$ cat src/hwp_pkg.sv
// Shared types and constants for the hex waveform record parser.
`default_nettype none
package hwp_pkg;

	typedef struct packed {
		logic       operation;
		logic [7:0] rx_byte;
		logic       link_error;
	} in_word_t;

	typedef struct packed {
		logic [1:0] kind;
		logic [7:0] sample_value;
		logic [9:0] sample_index;
		logic [7:0] min_value;
		logic [7:0] max_value;
	} out_word_t;

	// classified byte, front to back
	typedef struct packed {
		logic       start;
		logic       link_error;
		logic [7:0] rx_byte;
		logic       hex_ok;
		logic [3:0] nibble;
		logic       is_comma;
		logic       is_cr;
		logic       is_lf;
	} cls_word_t;

	typedef enum logic [2:0] {
		PH_IDLE,
		PH_ECHO,
		PH_HEADER,
		PH_HEX,
		PH_SEP,
		PH_LF
	} phase_t;

	localparam logic       OP_START     = 1'b1;

	localparam logic [1:0] KIND_SAMPLE  = 2'd0;
	localparam logic [1:0] KIND_DONE    = 2'd1;
	localparam logic [1:0] KIND_FAIL    = 2'd2;

	localparam logic       CFG_CHANNEL  = 1'b0;
	localparam logic       CFG_LENGTH   = 1'b1;

	localparam int         CFG_W        = 11;
	localparam logic [3:0] CHANNEL_RST  = 4'd1;
	localparam logic [10:0] LENGTH_RST  = 11'd1008;

	localparam int         MID_DEPTH    = 4;
	localparam int         OUT_DEPTH    = 2;

	localparam logic [7:0] CH_T         = 8'h54;
	localparam logic [7:0] CH_R         = 8'h52;
	localparam logic [7:0] CH_C         = 8'h43;
	localparam logic [7:0] CH_A         = 8'h41;
	localparam logic [7:0] CH_F         = 8'h46;
	localparam logic [7:0] CH_0         = 8'h30;
	localparam logic [7:0] CH_9         = 8'h39;
	localparam logic [7:0] CH_EQ        = 8'h3D;
	localparam logic [7:0] CH_HASH      = 8'h23;
	localparam logic [7:0] CH_H         = 8'h48;
	localparam logic [7:0] CH_COMMA     = 8'h2C;
	localparam logic [7:0] CH_CR        = 8'h0D;
	localparam logic [7:0] CH_LF        = 8'h0A;

endpackage
`default_nettype wire

$ cat src/hwp_fifo.sv
// Small register queue between pipeline parts.
`default_nettype none
module hwp_fifo #(
	parameter int WIDTH = 8,
	parameter int DEPTH = 4
) (
	input  wire logic             clk,
	input  wire logic             arst_n,
	input  wire logic             wr_en,
	input  wire logic [WIDTH-1:0] wr_data,
	input  wire logic             rd_en,
	output logic      [WIDTH-1:0] rd_data,
	output logic                  full,
	output logic                  empty
);
	localparam int PTR_W = (DEPTH > 1) ? $clog2(DEPTH) : 1;
	localparam int CNT_W = $clog2(DEPTH + 1);

	logic [WIDTH-1:0] mem_q [DEPTH];
	logic [PTR_W-1:0] wr_ptr_q;
	logic [PTR_W-1:0] rd_ptr_q;
	logic [CNT_W-1:0] count_q;
	logic             do_wr;
	logic             do_rd;

	assign full    = (count_q == CNT_W'(DEPTH));
	assign empty   = (count_q == '0);
	assign do_wr   = wr_en && !full;
	assign do_rd   = rd_en && !empty;
	assign rd_data = mem_q[rd_ptr_q];

	always_ff @(posedge clk) begin
		if (do_wr) begin
			mem_q[wr_ptr_q] <= wr_data;
		end
	end

	always_ff @(posedge clk or negedge arst_n) begin
		if (!arst_n) begin
			wr_ptr_q <= '0;
			rd_ptr_q <= '0;
			count_q  <= '0;
		end else begin
			if (do_wr) begin
				wr_ptr_q <= (wr_ptr_q == PTR_W'(DEPTH - 1)) ? '0 : wr_ptr_q + 1'b1;
			end
			if (do_rd) begin
				rd_ptr_q <= (rd_ptr_q == PTR_W'(DEPTH - 1)) ? '0 : rd_ptr_q + 1'b1;
			end
			if (do_wr && !do_rd) begin
				count_q <= count_q + 1'b1;
			end else if (do_rd && !do_wr) begin
				count_q <= count_q - 1'b1;
			end
		end
	end
endmodule
`default_nettype wire

$ cat src/hwp_front.sv
// Front part: accepts input words and classifies the received byte.
`default_nettype none
module hwp_front (
	input  wire logic             push,
	input  wire hwp_pkg::in_word_t item,
	input  wire logic             mid_full,
	output logic                  mid_wr,
	output hwp_pkg::cls_word_t    cls
);
	import hwp_pkg::*;

	logic is_dec;
	logic is_alpha;

	assign mid_wr   = push && !mid_full;
	assign is_dec   = (item.rx_byte >= CH_0) && (item.rx_byte <= CH_9);
	assign is_alpha = (item.rx_byte >= CH_A) && (item.rx_byte <= CH_F);

	always_comb begin
		cls.start      = (item.operation == OP_START);
		cls.link_error = item.link_error;
		cls.rx_byte    = item.rx_byte;
		cls.hex_ok     = is_dec || is_alpha;
		cls.nibble     = is_alpha ? item.rx_byte[3:0] + 4'd9 : item.rx_byte[3:0];
		cls.is_comma   = (item.rx_byte == CH_COMMA);
		cls.is_cr      = (item.rx_byte == CH_CR);
		cls.is_lf      = (item.rx_byte == CH_LF);
	end
endmodule
`default_nettype wire

$ cat src/hwp_back.sv
// Back part: record parse state machine, sample decode and min/max tracking.
`default_nettype none
module hwp_back #(
	parameter int MAX_RECORD = 1024
) (
	input  wire logic               clk,
	input  wire logic               arst_n,
	input  wire logic               mid_valid,
	input  wire hwp_pkg::cls_word_t cls,
	output logic                    mid_rd,
	input  wire logic               out_full,
	output logic                    out_wr,
	output hwp_pkg::out_word_t      res,
	input  wire logic [3:0]         channel_digit,
	input  wire logic [10:0]        record_length
);
	import hwp_pkg::*;

	localparam int LEN_CAP = (MAX_RECORD > 2047) ? 2047 : MAX_RECORD;
	localparam int CNT_W   = $clog2(LEN_CAP + 1);

	phase_t           phase_q, phase_d;
	logic [2:0]       pos_q, pos_d;
	logic [CNT_W-1:0] count_q, count_d;
	logic [3:0]       hi_q, hi_d;
	logic             pend_q, pend_d;
	logic [7:0]       min_q, min_d;
	logic [7:0]       max_q, max_d;

	logic             take;
	logic [16:0]      len_ext;
	logic [16:0]      eff_len;
	logic             at_end;
	logic [7:0]       echo_ch;
	logic [7:0]       hdr_ch;
	logic [7:0]       sample;
	logic [31:0]      idx_ext;

	assign take    = mid_valid && !out_full;
	assign mid_rd  = take;
	assign len_ext = 17'(record_length);
	assign eff_len = (len_ext == '0) ? 17'd1 :
		(len_ext > 17'(MAX_RECORD)) ? 17'(MAX_RECORD) : len_ext;
	assign at_end  = (17'(count_q) >= eff_len);
	assign sample  = {hi_q, cls.nibble};
	assign idx_ext = 32'(count_q);

	always_comb begin
		unique case (pos_q)
			3'd0:    echo_ch = CH_T;
			3'd1:    echo_ch = CH_R;
			3'd2:    echo_ch = CH_C;
			3'd3:    echo_ch = CH_0 + {4'h0, channel_digit};
			default: echo_ch = CH_A;
		endcase
		unique case (pos_q)
			3'd0:    hdr_ch = CH_EQ;
			3'd1:    hdr_ch = CH_HASH;
			3'd2:    hdr_ch = CH_H;
			default: hdr_ch = ~cls.rx_byte;
		endcase
	end

	always_comb begin
		phase_d = phase_q;
		pos_d   = pos_q;
		count_d = count_q;
		hi_d    = hi_q;
		pend_d  = pend_q;
		min_d   = min_q;
		max_d   = max_q;
		out_wr  = 1'b0;
		res.kind         = KIND_FAIL;
		res.sample_value = '0;
		res.sample_index = '0;

		if (take) begin
			if (cls.start) begin
				phase_d = PH_ECHO;
				pos_d   = '0;
				count_d = '0;
				hi_d    = '0;
				pend_d  = 1'b0;
				min_d   = 8'hFF;
				max_d   = 8'h00;
			end else if (phase_q != PH_IDLE) begin
				if (cls.link_error) begin
					phase_d = PH_IDLE;
					out_wr  = 1'b1;
				end else begin
					unique case (phase_q)
						PH_ECHO: begin
							if (cls.rx_byte != echo_ch) begin
								phase_d = PH_IDLE;
								out_wr  = 1'b1;
							end else if (pos_q == 3'd4) begin
								phase_d = PH_HEADER;
								pos_d   = '0;
							end else begin
								pos_d = pos_q + 3'd1;
							end
						end
						PH_HEADER: begin
							if (cls.rx_byte != hdr_ch) begin
								phase_d = PH_IDLE;
								out_wr  = 1'b1;
							end else if (pos_q == 3'd2) begin
								phase_d = PH_HEX;
								pos_d   = '0;
								pend_d  = 1'b0;
							end else begin
								pos_d = pos_q + 3'd1;
							end
						end
						PH_HEX: begin
							if (!cls.hex_ok) begin
								phase_d = PH_IDLE;
								out_wr  = 1'b1;
							end else if (!pend_q) begin
								hi_d   = cls.nibble;
								pend_d = 1'b1;
							end else begin
								pend_d  = 1'b0;
								count_d = count_q + 1'b1;
								if (sample < min_q) begin
									min_d = sample;
								end
								if (sample > max_q) begin
									max_d = sample;
								end
								phase_d          = PH_SEP;
								out_wr           = 1'b1;
								res.kind         = KIND_SAMPLE;
								res.sample_value = sample;
								res.sample_index = idx_ext[9:0];
							end
						end
						PH_SEP: begin
							if (at_end ? !cls.is_cr : !cls.is_comma) begin
								phase_d = PH_IDLE;
								out_wr  = 1'b1;
							end else begin
								phase_d = at_end ? PH_LF : PH_HEX;
							end
						end
						PH_LF: begin
							phase_d = PH_IDLE;
							out_wr  = 1'b1;
							if (cls.is_lf) begin
								res.kind = KIND_DONE;
							end
						end
						default: begin
							phase_d = PH_IDLE;
						end
					endcase
				end
			end
		end
		res.min_value = min_d;
		res.max_value = max_d;
	end

	always_ff @(posedge clk or negedge arst_n) begin
		if (!arst_n) begin
			phase_q <= PH_IDLE;
			pos_q   <= '0;
			count_q <= '0;
			hi_q    <= '0;
			pend_q  <= 1'b0;
			min_q   <= 8'hFF;
			max_q   <= 8'h00;
		end else begin
			phase_q <= phase_d;
			pos_q   <= pos_d;
			count_q <= count_d;
			hi_q    <= hi_d;
			pend_q  <= pend_d;
			min_q   <= min_d;
			max_q   <= max_d;
		end
	end
endmodule
`default_nettype wire

$ cat src/hex_waveform_record_parser.sv
// Top level of the hex waveform record parser.
// Usage:
//   Input queue side: drive item and raise push; the word is taken at a rising
//   edge with push high and full low. operation selects a received byte or the
//   start of a new record (start resets the parse and min/max, no result).
//   Result queue side: while empty is low, result holds the oldest result word;
//   it is taken at a rising edge with pop high. Each byte gives at most one
//   result: a decoded sample, record complete, or record failed.
//   Configuration: cfg_we writes cfg_data to register cfg_index (channel digit,
//   record length) at the clock edge; write only while no words are in flight.
//   Order: an accepted word is classified into the 4-entry middle queue; the
//   parser reads it from there and writes any result into the result queue.
//   Throughput: one byte per cycle while the result queue is not full.
//   If pop stays low, the 2-entry result queue fills, the parser stops, the
//   middle queue fills and full rises; nothing is lost.
//   Reset (arst_n low) empties both queues, sets the parser idle and loads the
//   register defaults (channel 1, length 1008).
`default_nettype none
module hex_waveform_record_parser #(
	parameter int MAX_RECORD = 1024
) (
	input  wire logic                       clk,
	input  wire logic                       arst_n,
	input  wire logic                       push,
	output logic                            full,
	input  wire hwp_pkg::in_word_t          item,
	output logic                            empty,
	input  wire logic                       pop,
	output hwp_pkg::out_word_t              result,
	input  wire logic                       cfg_we,
	input  wire logic                       cfg_index,
	input  wire logic [hwp_pkg::CFG_W-1:0]  cfg_data
);
	import hwp_pkg::*;

	logic [3:0]  channel_q;
	logic [10:0] length_q;

	logic        mid_wr;
	logic        mid_rd;
	logic        mid_empty;
	cls_word_t   cls_in;
	cls_word_t   cls_out;
	logic        out_wr;
	logic        out_full;
	out_word_t   res;

	always_ff @(posedge clk or negedge arst_n) begin
		if (!arst_n) begin
			channel_q <= CHANNEL_RST;
			length_q  <= LENGTH_RST;
		end else if (cfg_we) begin
			unique case (cfg_index)
				CFG_CHANNEL: channel_q <= cfg_data[3:0];
				CFG_LENGTH:  length_q  <= cfg_data;
				default:     ;
			endcase
		end
	end

	hwp_front u_front (
		.push     (push),
		.item     (item),
		.mid_full (full),
		.mid_wr   (mid_wr),
		.cls      (cls_in)
	);

	hwp_fifo #(
		.WIDTH ($bits(cls_word_t)),
		.DEPTH (MID_DEPTH)
	) u_mid_fifo (
		.clk     (clk),
		.arst_n  (arst_n),
		.wr_en   (mid_wr),
		.wr_data (cls_in),
		.rd_en   (mid_rd),
		.rd_data (cls_out),
		.full    (full),
		.empty   (mid_empty)
	);

	hwp_back #(
		.MAX_RECORD (MAX_RECORD)
	) u_back (
		.clk           (clk),
		.arst_n        (arst_n),
		.mid_valid     (!mid_empty),
		.cls           (cls_out),
		.mid_rd        (mid_rd),
		.out_full      (out_full),
		.out_wr        (out_wr),
		.res           (res),
		.channel_digit (channel_q),
		.record_length (length_q)
	);

	hwp_fifo #(
		.WIDTH ($bits(out_word_t)),
		.DEPTH (OUT_DEPTH)
	) u_out_fifo (
		.clk     (clk),
		.arst_n  (arst_n),
		.wr_en   (out_wr),
		.wr_data (res),
		.rd_en   (pop),
		.rd_data (result),
		.full    (out_full),
		.empty   (empty)
	);
endmodule
`default_nettype wire

$ cat config.mk
export PLATFORM = sky130hd
export DESIGN_NAME = hex_waveform_record_parser
export DESIGN_NICKNAME = d
export VERILOG_FILES = /design/src/hwp_pkg.sv /design/src/hwp_fifo.sv /design/src/hwp_front.sv /design/src/hwp_back.sv /design/src/hex_waveform_record_parser.sv
export SDC_FILE = /design/constraint.sdc
export NUM_CORES = 1
export LEC_CHECK = 0
export BUFFER_PORTS_ARGS = -buffer_cell sky130_fd_sc_hd__buf_2
export CAP_MARGIN = 30
export CORE_MARGIN = 2
export CORE_UTILIZATION = 50
export CTS_CLUSTER_SIZE = 25
export DETAILED_ROUTE_END_ITERATION = 12
export GPL_TIMING_DRIVEN = 0
export PLACE_DENSITY = 0.68
export SKIP_CTS_REPAIR_TIMING = 1
export SYNTH_ARGS = -nofsm -noshare
export SYNTH_HDL_FRONTEND = slang
export SYNTH_SLANG_ARGS = --single-unit
$ cat constraint.sdc
create_clock -name clk -period 10.8 [get_ports clk]
set_input_delay 0.54 -clock clk [delete_from_list [all_inputs] [get_ports clk]]
set_output_delay 0.54 -clock clk [all_outputs]
set_load 0.01 [all_outputs]
# Word level (Yosys, flattened, before mapping)
# Memory sizes are Yosys's and may differ from the RTL's.
# Cells that the tools add are included.
[op_classes]
mux = 93
n_addsub = 12
n_lt_le_gt_ge = 8
reduce_logical = 43
n_eq_ne = 27
bitwise = 2
[ops]
columns = ["operator", "count"]
rows = [
  ["8-bit two-way mux", 16],
  ["20-bit two-way mux", 6],
  ["11-bit two-way mux", 7],
  ["3-bit two-way mux", 20],
  ["8-bit one-hot mux with 4 select lines", 1],
  ["4-bit two-way mux", 7],
  ["8-bit one-hot mux with 3 select lines", 1],
  ["1-bit two-way mux", 23],
  ["18-bit two-way mux", 1],
  ["6-bit AND reduction", 3],
  ["11-bit by 17-bit >= comparator with 1-bit output", 1],
  ["17-bit logical NOT", 1],
  ["17-bit two-way mux", 1],
  ["8-bit by 4-bit == test with 1-bit output (second input constant)", 2],
  ["8-bit inequality test", 2],
  ["3-bit by 2-bit == test with 1-bit output (second input constant)", 4],
  ["3-bit == test (second input constant)", 4],
  ["1-bit logical AND", 12],
  ["3-bit one-hot mux with 4 select lines", 1],
  ["2-bit nonzero test", 6],
  ["11-bit by 1-bit adder with 11-bit output (second input constant)", 1],
  ["11-bit > comparator (second input constant)", 1],
  ["1-bit logical NOT", 10],
  ["2-bit two-way mux", 5],
  ["other kinds (35)", 49],
]
[totals]
inputBits = 27
mem_bits_rw = 144
reg_bits = 64
mem_count = 2
wordCells = 202
out_inout_bits = 38
[mem_list]
columns = ["name", "words", "word_bits", "rd", "rd_clocked_by_memory_dff", "wr", "line", "rtl"]
rows = [
  ["u_mid_fifo.mem_q", 4, 18, 1, 0, 1, "hwp_fifo.sv:19", "logic [WIDTH-1:0] mem_q [DEPTH];"],
  ["u_out_fifo.mem_q", 2, 36, 1, 0, 1, "hwp_fifo.sv:19", ""],
]

# Depth between registers and ports, before layout
# Gate-level depths: netlist of the first run.
[logic_depth]
ltp_word = 16
depth_mapped = 15
ltp_nobuf = 15

# Modules after synthesis
# Synthesis of the first run repeated with hierarchy kept, for this count alone.
[unflattened]
hier_cells = 738
area_unflattened_um2 = 10166.0
[modules_own_cells]
columns = ["module", "area_each_um2", "cells_each", "instances", "seq_area_each_um2"]
rows = [
  ["hwp_back", 3325.7, 404, 1, 960.9],
  ["hwp_fifo at u_mid_fifo", 3034.2, 131, 1, 2337.2],
  ["hwp_fifo at u_out_fifo", 2944.1, 131, 1, 2262.2],
  ["hex_waveform_record_parser", 571.8, 34, 1, 384.1],
  ["hwp_front", 290.3, 38, 1, 0.0],
]

# Worst setup path after synthesis of the first run
# OpenSTA, ideal clock, no wires.
[synth_path]
path_type = "reg2reg"
startpoint = "reg u_back.pos_q[2]"
endpoint = "mem u_out_fifo.mem_q[0][0] in the netlist's numbering (enable)"
stages_incl_launch_ff = 12
path_buffers = 2
path_slack_ps = 6157
t_arrival_ps = 4210
synth_period_minus_slack_ps = 4643
t_required_ps = 10366
setup_time_ps = 434
path_cell_list = "dfrtp_1 -> clkbuf_1 -> inv_1 -> ha_1 -> clkbuf_1 -> o31ai_1 -> and4b_1 -> or3_1 -> and3_1 -> or4_4 -> a31oi_4 -> nor2b_1"
[synth_via]
elab_chain_cells = 12
elab_cells_between_ends = 18
classes_between = "eq/ne (5); mux (11); reduce/logical (2)"
[synth_lines]
columns = ["item", "line", "rtl"]
rows = [
  ["start, declared", "hwp_back.sv:23", "logic [2:0] pos_q, pos_d;"],
  ["start signal, assigned", "hwp_back.sv:175", "pos_q <= pos_d;"],
  ["3-bit by 2-bit == test with 1-bit output (tied with other cells)", "hwp_back.sv:49", "unique case (pos_q)"],
  ["8-bit one-hot mux with 4 select lines / 8-bit one-hot mux with 3 select lines (equally long branches)", "hwp_back.sv:49, hwp_back.sv:56", ""],
  ["8-bit inequality test, on equally long branches", "hwp_back.sv:93, hwp_back.sv:104", ""],
  ["1-bit two-way mux, on equally long branches", "hwp_back.sv:93, hwp_back.sv:104", ""],
  ["1-bit one-hot mux with 5 select lines (*)", "hwp_back.sv:91", "unique case (phase_q)"],
  ["1-bit two-way mux (*)", "hwp_back.sv:87", "if (cls.link_error) begin"],
  ["1-bit two-way mux (*)", "hwp_back.sv:86", "end else if (phase_q != PH_IDLE) begin"],
  ["1-bit two-way mux (*)", "hwp_back.sv:78", "if (cls.start) begin"],
  ["1-bit two-way mux (*)", "hwp_back.sv:77", "if (take) begin"],
  ["1-bit logical AND (*)", "hwp_fifo.sv:28", "assign do_wr = wr_en && !full;"],
  ["net u_out_fifo.do_wr", "hwp_fifo.sv:23", "logic do_wr;"],
  ["1-bit two-way mux (*)", "hwp_fifo.sv:33", "if (do_wr) begin"],
  ["1-bit two-way mux (not written as such) (*)", "hwp_fifo.sv:34", "mem_q[wr_ptr_q] <= wr_data;"],
  ["end, declared", "hwp_fifo.sv:19", ""],
]
# The timed path passes the listed nets; every way through them passes the cells marked *.

# Worst setup path after layout of the first run
[layout_path]
startpoint = "reg u_back.pos_q[2]"
endpoint = "mem u_out_fifo.mem_q[1][8] in the netlist's numbering (enable)"
# The elaborated chain is that of the path after synthesis.

==> results of run 1 <==
-- state kept, by name (all words and copies together), names as in the netlist --
register             cells
u_back.min_q             8
u_back.phase_q           3
u_mid_fifo.mem_q        72
u_back.pend_q            1
u_out_fifo.rd_ptr_q      1
u_out_fifo.wr_ptr_q      1
length_q                11
u_back.count_q          11
u_back.max_q             8
u_mid_fifo.wr_ptr_q      2
u_back.hi_q              4
u_out_fifo.count_q       2
u_mid_fifo.count_q       3
u_mid_fifo.rd_ptr_q      2
u_out_fifo.mem_q        72
u_back.pos_q             3
channel_q                4
-- Yosys cell counts, types with 7 or more instances --
cell / number
edfxtp_1: 144
dfstp_2: 15
or3_1: 10
nor3_1: 18
nand2_1: 47
inv_1: 34
o211ai_1: 12
xnor2_1: 12
o21ai_0: 26
nor2b_1: 9
clkbuf_1: 20
mux2i_1: 9
mux4_2: 12
and2_1: 7
a22o_1: 11
a21oi_1: 17
mux2_2: 54
dfrtp_1: 49
nand2b_1: 7
nand3_1: 12
and3_1: 17
xor2_1: 8
nor2_1: 38
a21o_1: 10
ha_1: 44
-- path summary, 6_finish.rpt --
| kind | startpoint | end | slack, ps | cells after the start |
|---|---|---|---|---|
| hold / removal | arst_n | u_mid_fifo.wr_ptr_q[1] | 120 | 1 |
| min in group clk | item[0] | u_mid_fifo.mem_q[2][16] | 260 | 1 |
| hold reg to reg | u_mid_fifo.count_q[2] | u_mid_fifo.count_q[2] | 510 | 1 |
| setup reg to reg | u_back.pos_q[2] | u_out_fifo.mem_q[1][8] | 6520 | 11 |
| setup / recovery | u_back.pos_q[2] | u_out_fifo.mem_q[1][8] | 6520 | 11 |
| max in group asynchronous | arst_n | u_mid_fifo.rd_ptr_q[0] | 10120 | 1 |
-- routing by layer --
metal  share of wire, %  GRT usage (%)
met5                  0              0
met4                2.1           5.57
met3                3.6           2.75
met2                 50           35.0
met1                 44           25.3
-- power breakdown --
group | internal, uW | leakage (uW) | switching (uW)
combinational | 362 | 0.00194 | 560
clock | 422 | 0.000344 | 301
sequential | 1030 | 0.00206 | 61.7
-- worst reg2reg max path: stages, from the launching register on --
cell	delay, ps
dfrtp_1	350
clkbuf_1	360
inv_1	220
ha_1	260
clkbuf_1	200
o311ai_0	510
xnor2_1	200
a221oi_2	80
and3_1	230
or4_4	430
a31oi_4	240
and2_2	790
-- cells by family (layout without fill, tap and decap cells) --
logic type	after synthesis	in the layout	share of synthesized area, %
XOR/XNOR	20	20	1.78
buffers and inverters	62	167	2.54
flip-flops	208	208	60.2
AND/OR/NAND/NOR	192	192	10.2
multiplexers	80	80	11.1
AO/OA/AOI/OAI	115	115	8.28
adder cells (fa/ha/maj)	45	45	5.78
-- layout make-up --
type / count / area (sq um)
sequential: 208 / 5940
timing repair buffer: 65 / 343
multi-input combinational: 452 / 3680
fill: 1544 / 8150
tap: 265 / 332
buffer: 27 / 119
clock inverter: 11 / 91.3
inverter: 35 / 131
clock buffer: 29 / 608
-- per-stage QoR --
| stage | instance area, sq um | cells | hold WS (ps) |
|---|---|---|---|
| 6_report | 11200 | 1092 | 117 |
| 5_1_grt | 11200 | 1092 | 191 |
| 4_1_cts | 11200 | 1092 | 163 |
| 3_5_place_dp | 10600 | 1052 | 500 |
| 3_3_place_gp | 10500 | 1051 | 468 |
| 2_1_floorplan | 9870 | 722 | 244 |
==> results.toml, run 1 <==
[cells_and_area]
drive_above_1_share_pct = 23.7
area_growth_pct = 14.0
nNetsFinal = 883
final_cell_mix = "144 x edfxtp_1, 68 x buf_2, 54 x mux2_2"
final_common_cell = "edfxtp_1"
antenna_cells = 0
final_util_pct = 58.0

[global_route]
grt_max_degree = 65
antenna_found_initial = 0
grt_pass1_vias = 6437
track_usage_pct = 19.7
grt_pass1_wl_microns = 32300
grt.overflow.total = 0

[power]
p_per_area_mw_per_mm2 = 244
vdd_ir_drop_max_mv = 0.162
power_uw = 2740
leakage_uw = 0.00434

[detailed_routing]
vias = 6153
first_pass_iters = 5
drc = 0
wire_per_inst_microns = 18.2
routed_wirelength_microns = 19900
post_drt_via_cell_ratio = 5.63
ant_nets = 0
first_iter_violations = 330

[yosys]
synth_top_area_share_pct = 43.8
synth_top_cells_by_area = "edfxtp_1 44%, dfrtp_1 12%, mux2_2 6.2%, ha_1 5.6%, dfstp_2 4.0%"
yosysWarnings = 0
synth_edf_count = 144
synth_area_leader_cell = "edfxtp_1"
synth_area_sq_mm = 0.00987
yosysSeqAreaShare_pct = 60.2
ys_async_sr_fraction_pct = 30.8
ys.flop_type = "edfxtp_1"
synth_cell_types = 69
synth_fp_nets = 794
synth.avg_cell_area_sq_um = 13.7
ys_ff_latch = 208
netlist_instances = 722

[sta]
max_freq_ghz = 0.234
rsz0062_at_grt = "false"
fin_worst_skew_ps = 27.2
slew_headroom_pct = 36.3
fin_tns_setup_ps = 0
final.period_utilization_pct = 39.7
setup_slack_ps = 6520
finalCriticalPeriod_ps = 4280
finalHoldViolCount = 0
drv_slew = 0
setup_viol = 0
tightest_slew_ps = 956

[flow_run]
cap_violations = 0

[clock_tree]
cts_tree = "done"
cts_buffers = 22
cts.clk_slew.worst_paths_ps = 60
clock_path_buffers = 3
cts_sinks = 208
clock-root-buffer = "clkbuf_16"
cts_max_level = 1
clock_latency_ps = 510

[worst_setup_path]
path_buf_inv = 3
crit_chain = "clkbuf_1 > inv_1 > ha_1 > clkbuf_1 > o311ai_0 > xnor2_1 > a221oi_2 > and3_1 > or4_4 > a31oi_4 > and2_2"
path_max_fanout = 36
cp_slowest_cell = "and2_2"
cpPeakStageDelay_ps = 790
arrival_ps = 4400
worst-setup-path-type = "reg -> reg"
crit_path_end_kind = "flop"
crit_required_ps = 10920
critical-path-top-delay-family = "simple AND/OR/NAND/NOR gates"
critPathLaunchType = "flop"
path_common_cell = "clkbuf_1"

[place]
dp_hpwl_microns = 14000
portBuffers = 64
place.gp.congestion = 0.896
dpl_worst_slack_ps = 6570

[die]
coreArea_sq_mm = 0.0194
die-area_sq_mm = 0.0209
start_util_pct = 50.9
die_h_microns = 144
io_pins = 65
fp.dieW_microns = 144
row_count = 51

[hold_path]
holdCritPathClass = "in -> async"

[run_status]
status = "completed"
Power figures use the tool's default switching activity.
==> run 2, diff against run 1 <==
- ABC_AREA: unset -> 1
- PLACE_DENSITY: 0.68 -> 0.7
- clock period: 10.8 -> 3.5 ns (I/O delays scaled with it)
==> run 2 against run 1 <==
Effect of this change: the run now ends with negative hold slack left; largest power group is now combinational cells; die area is 4.1% higher; hold slack worse by 120 ps; critical endpoint is now u_out_fifo.mem_q[0][7]; critical path type unchanged; area after synthesis increased by 4.2%; total power grew to 3.5 times the previous value; cell count rose by 33%; highest routed layer unchanged; via count is 22% higher; sequential power rose to 3.0 times the previous value.
==> results.toml, run 2 <==
[yosys]
synth.avg_cell_area_sq_um = 9.79
synth_area_leader_cell = "edfxtp_1"
synth_top_family_by_area = "simple AND/OR/NAND/NOR gates"
synth_top_area_share_pct = 42.1
synth_cell_types = 51
synth-adder-area-share_pct = 5.55
synth_fp_nets = 1122
synth_area_sq_mm = 0.0103
ys.flop_type = "edfxtp_1"
yosys.area_share.simple_pct = 21.8
yosysWarnings = 0
yosysSeqAreaShare_pct = 57.8
synth_edf_count = 144
ys_async_sr_fraction_pct = 30.8
yosys-top-cells-count = "317 x nand2_1, 144 x edfxtp_1, 100 x inv_1"
synth_xor_xnor_area_share_pct = 1.18
synth_compound_area_share_pct = 7.39
synth.most_common_cell = "nand2_1"
synth_top_cells_by_area = "edfxtp_1 42%, dfrtp_1 12%, nand2_1 12%, ha_1 5.4%, dfstp_2 3.8%"
ys_ff_latch = 208
netlist_instances = 1050
muxShareOfSynthArea_pct = 0.767

[cells_and_area]
num-fill-cells = 1698
fin_area_sq_mm = 0.0120
reg.largest.list = "u_mid_fifo.mem_q x72, u_out_fifo.mem_q x72"
antenna_cells = 0
final_common_cell = "nand2_1"
area_growth_pct = 16.4
final_cell_mix = "316 x nand2_1, 144 x edfxtp_1, 99 x inv_1"
drive_above_1_share_pct = 16.7
nNetsFinal = 1236
fin_cells = 1449

[power]
leakage_uw = 0.00516
switchingPower_uw = 3810
swShare_pct = 40.1
p_seq_share_pct = 34.5
vdd_ir_drop_max_mv = 0.496
p_per_area_mw_per_mm2 = 793
p_int_uw = 5690
combPwrFrac_pct = 42.4
clkPwrFrac_pct = 23.0

[hold_path]
holdCritPathClass = "in -> reg"
min_to = "u_mid_fifo.mem_q[1][11]"
worstHoldStart = "item[4]"
hold_path_depth = 1

[worst_setup_path]
reg2regPathDepth = 13
worstReg2RegEnd = "u_out_fifo.mem_q[0][7]"
crit_required_ps = 3700
critPathLaunchType = "flop"
arrival_ps = 3520
worst-setup-path-type = "reg -> reg"
regToRegStartpoint = "u_mid_fifo.rd_ptr_q[0]"
crit_path_end_kind = "flop"
r2r_slack_ps = 180
path_max_fanout = 10

[die]
io_pins = 65
coreArea_sq_mm = 0.0202
die_h_microns = 147
start_util_pct = 50.8
die-area_sq_mm = 0.0217
row_count = 52
fp.dieW_microns = 147

[run_status]
violations = "negative hold slack"
status = "complete, but fails checks"

[sta]
slew_headroom_pct = 43.8
setup_viol = 0
final.period_utilization_pct = 94.8
tightest_slew_ps = 843
max_freq_ghz = 0.301
worst_hold_slack_ps = -0.0779
fin_worst_skew_ps = 16.6
finalHoldViolCount = 1
drv_slew = 0
finalCriticalPeriod_ps = 3320

[clock_tree]
clock_latency_ps = 510
cts_buffers = 21
cts.clk_slew.worst_paths_ps = 60
clock_path_buffers = 3
cts_max_level = 1
cts_sinks = 208
clock-root-buffer = "clkbuf_16"
cts_tree = "done"

[place]
dp.cells = 1389
place.gp.congestion = 0.882
portBuffers = 64
placed_cell_area_sq_mm = 0.0110
dp_hpwl_microns = 15200

[global_route]
antenna_found_initial = 0
grt_pass1_wl_microns = 34500
grt_max_degree = 65
grt.overflow.total = 0
track_usage_pct = 19.7
grt_pass1_vias = 6921

[detailed_routing]
first_iter_violations = 469
wire_per_inst_microns = 15.0
ant_nets = 0
routed_wirelength_microns = 21800
vias = 7485
post_drt_via_cell_ratio = 5.17
drc = 0
first_pass_iters = 4

[flow_run]
cap_violations = 0
## run 2: cell count changes in the layout (fill, tap and decap cells not counted), moves of 16 or more
| cell | previous run | this run |
|---|---|---|
| a21oi_1 | 17 | 33 |
| and3_1 | 17 | 0 |
| dlygate4sd3_1 | 0 | 20 |
| inv_1 | 34 | 99 |
| mux2_2 | 54 | 7 |
| nand2_1 | 47 | 316 |
| nand3_1 | 12 | 53 |
| nor2_1 | 38 | 70 |
| o21ai_0 | 26 | 52 |
## run 2: kinds of logic (layout without fill, tap and decap cells)
| family | Yosys count | after routing |
|---|---|---|
| buf+inv | 132 | 260 |
| xor+xnor | 13 | 13 |
| compound gates | 131 | 131 |
| flops | 208 | 208 |
| mux | 7 | 7 |
| simple gates | 514 | 515 |
| fa+ha+maj | 45 | 45 |
## run 2: per-stage QoR
stage / setup slack, ps / utilization [%] / TNS, ps / total power [uW]
floorplan: 48.6 / - / 0 / 6080
global placement: -797 / 54.1 / -46010 / 7120
detailed placement: -228 / 54.6 / -4670 / 7280
CTS: -221 / 57.8 / -4440 / 9460
global route: -9.41 / 59.2 / -20.0 / 10200
finish: 181 / 59.2 / 0 / 9500
## run 2: worst max-delay path, stage by stage, from the launching register on
cell and delay (ps):
dfrtp_2 450, buf_6 170, buf_6 150, buf_2 210
nand2_1 100, a32oi_2 400, ha_1 190, nand2_1 70
o21a_1 190, o221ai_1 280, nand3_2 210, clkbuf_4 250
o211ai_1 160, o21ai_0 170
## run 2: worst max-delay path by stage
stage                                 startpoint                     end  cells past startpoint  slack (ps)
after floorplan                      length_q[3]  u_out_fifo.mem_q[1][0]                     16          50
after global placement               length_q[3]  u_out_fifo.mem_q[1][9]                     19        -800
after detailed placement  u_mid_fifo.rd_ptr_q[0]  u_out_fifo.mem_q[0][7]                     14        -230
after CTS                 u_mid_fifo.rd_ptr_q[0]  u_out_fifo.mem_q[1][7]                     14        -220
after global routing                 length_q[2]   u_out_fifo.count_q[1]                     22          -9
final                     u_mid_fifo.rd_ptr_q[0]  u_out_fifo.mem_q[0][7]                     13         180
## run 2: power by group through the flow
stage	clock [uW]	combinational, uW	sequential, uW
finish	2190	4030	3280
global route	2320	4540	3320
CTS	2220	3970	3280
detailed placement	0	3960	3320
global placement	0	3800	3330
floorplan	0	2790	3280
## run 2: metal layers
metal  routed length, microns  GRT usage (%)  up-vias
met5                        0              0        -
met4                      507           5.87        0
met3                      945           2.81       42
met2                    10500           32.8      174
met1                     9840           27.3     3503
li1                         -              -     3766
## run 2: layout make-up
type	instances	area [sq um]	area share [%]
buffer	23	151	1.26
clock buffer	28	562	4.69
clock inverter	10	103	0.857
inverter	107	409	3.42
multi-input combinational	711	3840	32.0
sequential	208	5950	49.7
tap	270	338	2.82
timing repair buffer	92	626	5.23
==> run 3, diff against run 2 <==
- ABC_AREA: 1 -> unset
==> run 3 against run 2 <==
Effect of this change: the run still ends with negative hold slack left; sequential power increased by 3%; worst setup slack lost 92 ps; largest power group is now registers; critical path type unchanged; count of clock-buffer cells in the layout shrank 1; largest cell class unchanged.
==> results.toml, run 3 (synthesized netlist as in run 1, its figures left out) <==
[worst_setup_path]
worst-setup-path-type = "reg -> reg"
critPathLaunch = "u_mid_fifo.rd_ptr_q[0]"
critical-path-top-delay-family = "simple AND/OR/NAND/NOR gates"
path_buf_inv = 2
crit_chain = "buf_4 > mux4_2 > xor2_1 > o32ai_1 > or3_1 > and3_4 > or4_4 > a31oi_4 > buf_4 > and2_4"
critPathLaunchType = "flop"
crit_required_ps = 3700
crit_path_end_kind = "flop"
regToRegStartpoint = "u_mid_fifo.rd_ptr_q[0]"
cpPeakStageDelay_ps = 570
arrival_ps = 3610
reg2regPathDepth = 10
path_max_fanout = 18
critical_path_depth = 10
path_common_cell = "buf_4"
r2r_slack_ps = 90
worstReg2RegEnd = "u_out_fifo.mem_q[1][30]"
cp_slowest_cell = "mux4_2"

[run_status]
violations = "negative hold slack"
status = "complete, but fails checks"

[global_route]
grt_pass1_vias = 6371
grt.overflow.total = 0
track_usage_pct = 19.9
antenna_found_initial = 0
grt_max_degree = 65
grt_pass1_wl_microns = 32500

[detailed_routing]
wire_per_inst_microns = 18.5
first_iter_violations = 365
drc = 0
vias = 6315
ant_nets = 0
post_drt_via_cell_ratio = 5.60
routed_wirelength_microns = 20800
first_pass_iters = 5

[hold_path]
holdCritPathClass = "in -> reg"
min_to = "u_mid_fifo.mem_q[1][8]"
worstHoldStart = "item[1]"
hold_path_depth = 1

[sta]
final.period_utilization_pct = 97.5
rsz0062_at_grt = "true"
max_freq_ghz = 0.293
worst_hold_slack_ps = -6.07
tightest_slew_ps = 921
slew_headroom_pct = 38.6
finalCriticalPeriod_ps = 3410
setup_viol = 0
fin_worst_skew_ps = 18.8
fin_tns_setup_ps = 0
drv_slew = 0
finalHoldViolCount = 4

[clock_tree]
cts_buffers = 22
clock-root-buffer = "clkbuf_16"
clock_latency_ps = 510
cts.clk_slew.worst_paths_ps = 60
cts_tree = "done"
clock_path_buffers = 3
cts_max_level = 1
cts_sinks = 208

[power]
vdd_ir_drop_max_mv = 0.407
switchingPower_uw = 2940
clkPwrFrac_pct = 26.4
swShare_pct = 33.2
combPwrFrac_pct = 35.5
p_int_uw = 5930
leakage_uw = 0.00455
p_per_area_mw_per_mm2 = 755
p_seq_share_pct = 38.1

[flow_run]
cap_violations = 0

[cells_and_area]
fin_cells = 1127
reg.largest.list = "u_mid_fifo.mem_q x72, u_out_fifo.mem_q x72"
num-fill-cells = 1525
final_common_cell = "edfxtp_1"
fin_area_sq_mm = 0.0118
area_growth_pct = 19.1
antenna_cells = 0
final_cell_mix = "144 x edfxtp_1, 64 x buf_2, 54 x mux2_2"
drive_above_1_share_pct = 26.5
nNetsFinal = 918

[die]
start_util_pct = 50.9
fp.dieW_microns = 144
coreArea_sq_mm = 0.0194
die-area_sq_mm = 0.0209
row_count = 51
die_h_microns = 144
io_pins = 65

[place]
place.gp.congestion = 0.884
placed_cell_area_sq_mm = 0.0105
dp_hpwl_microns = 13900
dp.cells = 1051
portBuffers = 64
-- run 3: final cells by class --
class / instances / area (sq um) / share of cell area [%]
clock inverters: 13 / 168 / 1.43
plain buffers: 25 / 158 / 1.34
multi-input cells: 453 / 3720 / 31.7
well taps: 265 / 332 / 2.82
clock buffers: 27 / 569 / 4.84
repair buffers: 101 / 724 / 6.16
inverters: 35 / 134 / 1.14
flip-flops and latches: 208 / 5950 / 50.6
-- run 3: worst max path at each step --
stage | to | slack [ps]
after floorplan | u_out_fifo.mem_q[0][0] | 20
after CTS | u_out_fifo.mem_q[0][16] | -690
after global routing | u_out_fifo.count_q[1] | -10
after detailed placement | u_out_fifo.mem_q[0][10] | -680
final | u_out_fifo.mem_q[1][30] | 90
after global placement | u_out_fifo.mem_q[0][8] | -590
-- run 3: layer usage --
metal | wire [microns] | vias up | global-route usage, %
met5 | 0 | - | 0
met4 | 523 | 0 | 6.29
met3 | 828 | 46 | 2.28
met2 | 10400 | 164 | 34.4
met1 | 9090 | 3124 | 26.4
li1 | - | 2981 | -
-- run 3: power groups by stage --
stage / Clock, uW / Sequential (uW) / Combinational, uW
after floorplan: 0 / 3360 / 1990
after global placement: 0 / 3390 / 2740
after detailed placement: 0 / 3430 / 2830
after CTS: 2380 / 3380 / 2850
after global routing: 2490 / 3420 / 3440
final: 2340 / 3380 / 3150
-- run 3: worst register-to-register path: stages, from the launching register on --
cell,delay [ps]
dfrtp_2,430
buf_4,130
mux4_2,570
xor2_1,180
o32ai_1,100
or3_1,340
and3_4,200
or4_4,430
a31oi_4,240
buf_4,170
and2_4,310
-- run 3: metrics by stage --
| step | setup slack (ps) | power, uW | util, % | hold WS, ps |
|---|---|---|---|---|
| floorplan | 24.9 | 5350 | - | -121 |
| global placement | -593 | 6140 | 54.3 | 385 |
| global route | -14.3 | 9360 | 60.6 | 5.88 |
| finish | 89.2 | 8870 | 60.6 | -6.07 |
| detailed placement | -676 | 6260 | 54.3 | 347 |
| CTS | -691 | 8610 | 58.1 | -188 |
